**src/hw/rtl/nlst_pkg.sv**
```systemverilog
// Shared types, codes and constants of the node loss statistics table.
package nlst_pkg;

  localparam int unsigned DEPTH_DEFAULT = 16;
  localparam logic [15:0] GAP_LIMIT_RESET = 16'd100;
  localparam logic [8:0]  HOP_KEEP = 9'h1FF;
  localparam int unsigned IN_W  = 336;
  localparam int unsigned OUT_W = 248;

  // Request codes
  localparam logic [2:0] REQ_REPORT      = 3'd0;
  localparam logic [2:0] REQ_MESSAGE     = 3'd1;
  localparam logic [2:0] REQ_SEEN        = 3'd2;
  localparam logic [2:0] REQ_SET_FLAGS   = 3'd3;
  localparam logic [2:0] REQ_CLEAR_FLAGS = 3'd4;
  localparam logic [2:0] REQ_REMOVE      = 3'd5;
  localparam logic [2:0] REQ_RESET_ALL   = 3'd6;

  // Result status codes
  localparam logic [1:0] STAT_EXISTING = 2'd0;
  localparam logic [1:0] STAT_CREATED  = 2'd1;
  localparam logic [1:0] STAT_NONE     = 2'd2;

  // Flag bits
  localparam logic [7:0] FL_UP     = 8'h04;
  localparam logic [7:0] FL_DOWN   = 8'h08;
  localparam logic [7:0] FL_PARENT = 8'h10;

  // One stored node record
  typedef struct packed {
    logic [63:0] key_hi;
    logic [63:0] key_lo;
    logic [63:0] par_hi;
    logic [63:0] par_lo;
    logic [7:0]  flags;
    logic [7:0]  hops;
    logic [31:0] recv;
    logic [31:0] sent;
    logic [31:0] up_lost;
    logic [31:0] down_lost;
    logic [31:0] switches;
    logic [15:0] last_up;
    logic [15:0] last_down;
    logic [31:0] seen_time;
    logic [31:0] start_time;
  } rec_t;

  typedef enum logic [2:0] {
    ST_IDLE,
    ST_SRCH_RD,
    ST_SRCH_CMP,
    ST_UPDATE,
    ST_RA_RD,
    ST_RA_WR,
    ST_EMIT_NONE
  } st_t;

  // Controller to datapath
  typedef struct packed {
    logic load_in;
    logic clr_idx;
    logic inc_idx;
    logic rd_en;
    logic cmp_step;
    logic take_hit;
    logic take_new;
    logic commit;
    logic ra_wr;
    logic emit_none;
  } cmd_t;

  // Datapath to controller
  typedef struct packed {
    logic [2:0] req;
    logic       match;
    logic       last_idx;
    logic       free_avail;
    logic       out_free;
  } sts_t;

endpackage

```
**src/hw/rtl/nlst_ctrl.sv**
```systemverilog
// Sequencing state machine of the node loss statistics table.
module nlst_ctrl (
  input  logic           clk,
  input  logic           rst,
  input  logic           s_tvalid,
  input  logic [2:0]     s_req,
  output logic           s_tready,
  input  nlst_pkg::sts_t sts,
  output nlst_pkg::cmd_t cmd
);
  import nlst_pkg::*;

  st_t state, state_next;

  // State register
  always_ff @(posedge clk) begin
    if (rst) begin
      state <= ST_IDLE;
    end else begin
      state <= state_next;
    end
  end

  // Next state
  always_comb begin
    state_next = state;
    case (state)
      ST_IDLE: begin
        if (s_tvalid) begin
          if (s_req == REQ_RESET_ALL) begin
            state_next = ST_RA_RD;
          end else if (s_req inside {REQ_REPORT, REQ_MESSAGE, REQ_SEEN, REQ_SET_FLAGS,
                                     REQ_CLEAR_FLAGS, REQ_REMOVE}) begin
            state_next = ST_SRCH_RD;
          end else begin
            state_next = ST_EMIT_NONE;
          end
        end
      end
      ST_SRCH_RD: state_next = ST_SRCH_CMP;
      ST_SRCH_CMP: begin
        if (sts.match) begin
          state_next = ST_UPDATE;
        end else if (sts.last_idx) begin
          if (sts.req == REQ_SEEN || sts.req == REQ_REMOVE || !sts.free_avail) begin
            state_next = ST_EMIT_NONE;
          end else begin
            state_next = ST_UPDATE;
          end
        end else begin
          state_next = ST_SRCH_RD;
        end
      end
      ST_UPDATE: begin
        if (sts.out_free) begin
          state_next = ST_IDLE;
        end
      end
      ST_RA_RD: state_next = ST_RA_WR;
      ST_RA_WR: state_next = sts.last_idx ? ST_EMIT_NONE : ST_RA_RD;
      ST_EMIT_NONE: begin
        if (sts.out_free) begin
          state_next = ST_IDLE;
        end
      end
      default: state_next = ST_IDLE;
    endcase
  end

  // Commands
  always_comb begin
    cmd = '0;
    s_tready = 1'b0;
    case (state)
      ST_IDLE: begin
        s_tready = 1'b1;
        cmd.load_in = s_tvalid;
        cmd.clr_idx = 1'b1;
      end
      ST_SRCH_RD: cmd.rd_en = 1'b1;
      ST_SRCH_CMP: begin
        cmd.cmp_step = 1'b1;
        if (sts.match) begin
          cmd.take_hit = 1'b1;
        end else if (sts.last_idx) begin
          cmd.take_new = !(sts.req == REQ_SEEN || sts.req == REQ_REMOVE || !sts.free_avail);
        end else begin
          cmd.inc_idx = 1'b1;
        end
      end
      ST_UPDATE: cmd.commit = sts.out_free;
      ST_RA_RD: cmd.rd_en = 1'b1;
      ST_RA_WR: begin
        cmd.ra_wr = 1'b1;
        cmd.inc_idx = !sts.last_idx;
      end
      ST_EMIT_NONE: cmd.emit_none = sts.out_free;
      default: cmd = '0;
    endcase
  end

endmodule

```
**config.mk**
```make
export PLATFORM = sky130hd
export DESIGN_NAME = nlst_ctrl
export DESIGN_NICKNAME = d
export VERILOG_FILES = /design/src/hw/rtl/nlst_pkg.sv /design/src/hw/rtl/nlst_ctrl.sv
export SDC_FILE = /design/constraint.sdc
export NUM_CORES = 1
export LEC_CHECK = 0
export BUFFER_PORTS_ARGS = -buffer_cell sky130_fd_sc_hd__buf_4
export CORE_AREA = 2 2 41 43
export CTS_CLUSTER_DIAMETER = 40
export DETAILED_ROUTE_END_ITERATION = 6
export DIE_AREA = 0 0 43 45
export PLACE_DENSITY_LB_ADDON = 0.1
export SETUP_SLACK_MARGIN = 0.3
export SLEW_MARGIN = 20
export SYNTH_ARGS = -nofsm -noshare
export SYNTH_HDL_FRONTEND = slang
export SYNTH_SLANG_ARGS = --single-unit
```
**constraint.sdc**
```tcl
create_clock -name clk -period 2.7 [get_ports clk]
set_input_delay 0.81 -clock clk [delete_from_list [all_inputs] [get_ports clk]]
set_output_delay 0.81 -clock clk [all_outputs]
set_load 0.02 [all_outputs]
```
==> key figures <==
Floorplanning
  – Chip width: between 40 and 50 um
  – Initial Util: between 20% and 30%
  – Die Ht: about 45 um
  – Row Count: 14
  – I/O pin count: 24
  – Placeable Area: 1470 um^2
  – Die ar.: between 1500 and 2000 um^2

Pwr
  – Leakage: 0.269 nW
  – Pwr dens: just under 900 nW/um^2
  – Maximum vdd drop: around 0.44 mV

Route
  – Number of vias per cell: 4.79
  – DR pass1 iterations: 2
  – DRT antenna net count: 0
  – Vias: between 400 and 500
  – Final routed DRC violation total: 0
  – Final WL: 947 um
  – Initial DRC count: 2
  – Wire length per cell: 10.6 um

Worst setup path
  – Startpoint types: input pin
  – Crit-path max FO: 2
  – Crit Path Category: input pin to output port
  – FF-to-FF End: state[2]$_SDFFE_PP0P_
  – Slowest CP cell: or3b_4
  – R2R depth: 4
  – Worst R2R Start: state[0]$_SDFFE_PP0P_
  – WP data arrival: 1590 ps
  – WP data required: approximately 1900 ps
  – Cell mode on critical path: buf_4
  – Endpoint class of the critical path: output port
  – Cells along the critical path: buf_4 > or3b_4 > nand3_2 > nor4_2 > buf_4
  – CP peak stage delay: just under 400 ps
  – FF-to-FF setup slack: between 1000 and 1500 ps

Yosys
  – Largest family of logic cells by synthesized area: simple AND/OR/NAND/NOR gates
  – Synth Instances: 49
  – Synth Register Bits: 3
  – Adder-Cell Fraction of Synth Area: 0%
  – Mapped Area: 353 um^2
  – Synth Area in Compound Gates: 30.9%
  – Yosys cell types: 30
  – Syn_nets: between 60 and 70
  – Syn avg cell area: around 7.2 um^2
  – Mux contribution to synthesized area: 0%
  – Simple-gate share of the synthesized area: 41.5%
  – Sequential fraction of the synthesis area: 17.0%
  – Post-Synth XOR/XNOR Area: approximately 2.5%
  – Ys Warns: 0

Timing
  – Post-route clock skew: 2.22 ps
  – Final setup violation count: 0
  – Max-slew violations: 0
  – Worst slew pin tran: around 460 ps
  – Total negative slack: 0 ps
  – Max_slew headroom: 68.9%
  – WHS: between 600 and 700 ps
  – Crit share post-route: about nine tenths
  – Fin. Hold Viols: 0
  – Fmax: 0.417 GHz
  – Final Critical Period: 2400 ps
  – RSZ-0062 raised after global routing: yes

Global route
  – GR Util All Layers: a little over a tenth
  – Antenna violations before repair: 0
  – First-pass GRT wire length: about 1600 um
  – Vias in the first global route: 379
  – Gr ovfl total: 0
  – Largest net degree at the start of global routing: 13

Layout
  – Sequential Area: slightly above 60 um^2
  – Most flop-heavy register: state
  – Nets: between 80 and 90
  – Area of the multi-input gates: about 280 um^2
  – Max reg flops: 3
  – Post-Layout Inst Area: about 570 um^2
  – Biggest regs: state: 3 flops
  – Share of cells above drive strength 1: about 48%
  – Layout area overhead: 62.4%
  – Fillers: 169
  – Final core occ: between 30% and 40%
  – Diodes inserted: 0

Clock tree
  – H-tree Lvls: 1
  – TritonCTS buffer count: 3
  – Hold buffers post-CTS: 0
  – Clock Tree Buf Depth: 2
  – TritonCTS sink count: 3
  – CTS tree: yes
  – Worst-path clk slew: approximately 40 ps
  – Worst-Skew Late Latency: 230 ps
  – Root buf cell: clkbuf_4

Placement
  – Port bufs: 23
  – Final RePlAce weighted congestion: approximately 0.71
  – Placed Area: between 500 and 600 um^2
  – Final HPWL DP: ~760 um

Run
  – Max-Cap Viols: 0

Min path
  – Hold depth: 2
  – Min-Delay Startpoint: state[1]$_SDFFE_PP0P_
  – Hold path endpoint: state[2]$_SDFFE_PP0P_
  – HP Class: flip-flop to flip-flop

Status
  – Status: completed
-- worst max path at each step --
stage	start	to	slack, ps	depth (start not counted)
after floorplan	state[2]$_SDFFE_PP0P_	cmd[9]	410	3
after global placement	sts[4]	cmd[3]	260	5
after detailed placement	sts[4]	cmd[3]	250	5
after CTS	sts[4]	cmd[3]	300	5
after global routing	sts[4]	cmd[3]	270	5
final	sts[4]	cmd[3]	300	5
-- cell families (layout without fill, tap and decap cells) --
logic type      count (synthesis)  in the layout
compound gates                 14             14
xor+xnor                        1              1
simple gates                   25             25
buf+inv                         6             30
flops                           3              3
-- routing by layer --
metal | part of all wire [%] | track usage [%] | vias up
li1 | - | - | 230
met1 | 47 | 15.0 | 184
met2 | 45 | 15.8 | 12
met3 | 7.6 | 5.20 | 0
met4 | 0 | 1.82 | 0
met5 | 0 | 0 | -
-- Yosys cell counts (all sizes together) --
cell     n  share of area [%]
o211ai   1                2.1
nor4     2                3.5
a21oi    1                1.4
buf      3                5.0
nor2     4                5.0
nand3    1                1.4
nor2b    3                5.3
o2bb2ai  1                2.5
o21a     2                4.3
a32o     2                5.7
or3b     2                5.7
a21o     1                2.1
and2     3                5.3
a311oi   1                2.5
nor3     2                2.8
a31oi    1                1.8
clkbuf   1                1.1
nand3b   1                2.1
inv      2                2.1
nand2    3                3.2
or2      1                1.8
o21ai    3                4.3
and3     2                3.5
nand4    1                1.8
xnor2    1                2.5
a2111oi  1                4.3
dfxtp    3                 17
-- repair_timing --
item                       CTS  global route
resized for setup            2             1
setup endpoints to repair    1             2
buffers inserted             0             0
pin swaps                    1             0
-- area by class of cell --
cell class,count,share of cell area [%]
sequential,3,10.7
timing repair buffer,24,31.4
inverter,2,1.31
multi-input combinational,40,48.5
tap,16,3.49
clock buffer,4,4.59
-- power breakdown --
group          internal (mW)  switching, mW
sequential            0.0602         0.0296
combinational          0.154          0.178
clock                 0.0554         0.0236
-- cell usage in the layout (no fill, tap or decap) --
cell       count
a2111oi_2      1
a21o_1         1
a311oi_1       1
nor4_1         1
nand4_1        1
nor4_2         1
buf_4         24
a31oi_1        1
o211ai_1       1
o21a_1         2
o21ai_0        3
nand2_1        3
nor2_2         1
inv_1          2
dfxtp_1        2
nor2_1         3
a21oi_1        1
nand3b_1       1
dfxtp_2        1
a32o_1         2
or3b_4         2
clkbuf_1       1
nor3_1         2
and2_1         3
clkbuf_4       3
xnor2_1        1
nor2b_1        3
or2_2          1
and3_1         2
nand3_2        1
o2bb2ai_1      1
-- per-stage QoR --
stage / power, mW / std cells / worst slack, ps
3_3_place_gp: 0.429 / 85 / 258
4_1_cts: 0.507 / 89 / 302
5_1_grt: 0.543 / 89 / 271
2_1_floorplan: 0.318 / 49 / 413
6_report: 0.501 / 89 / 304
3_5_place_dp: 0.421 / 85 / 253
-- worst max-delay path, delay by kind of cell --
| kind | cells | cell delay (ps) |
|---|---|---|
| and+or+nand+nor | 3 | 510 |
| buffers and inverters | 2 | 260 |
Note: power is estimated with default switching activity, not from simulation.
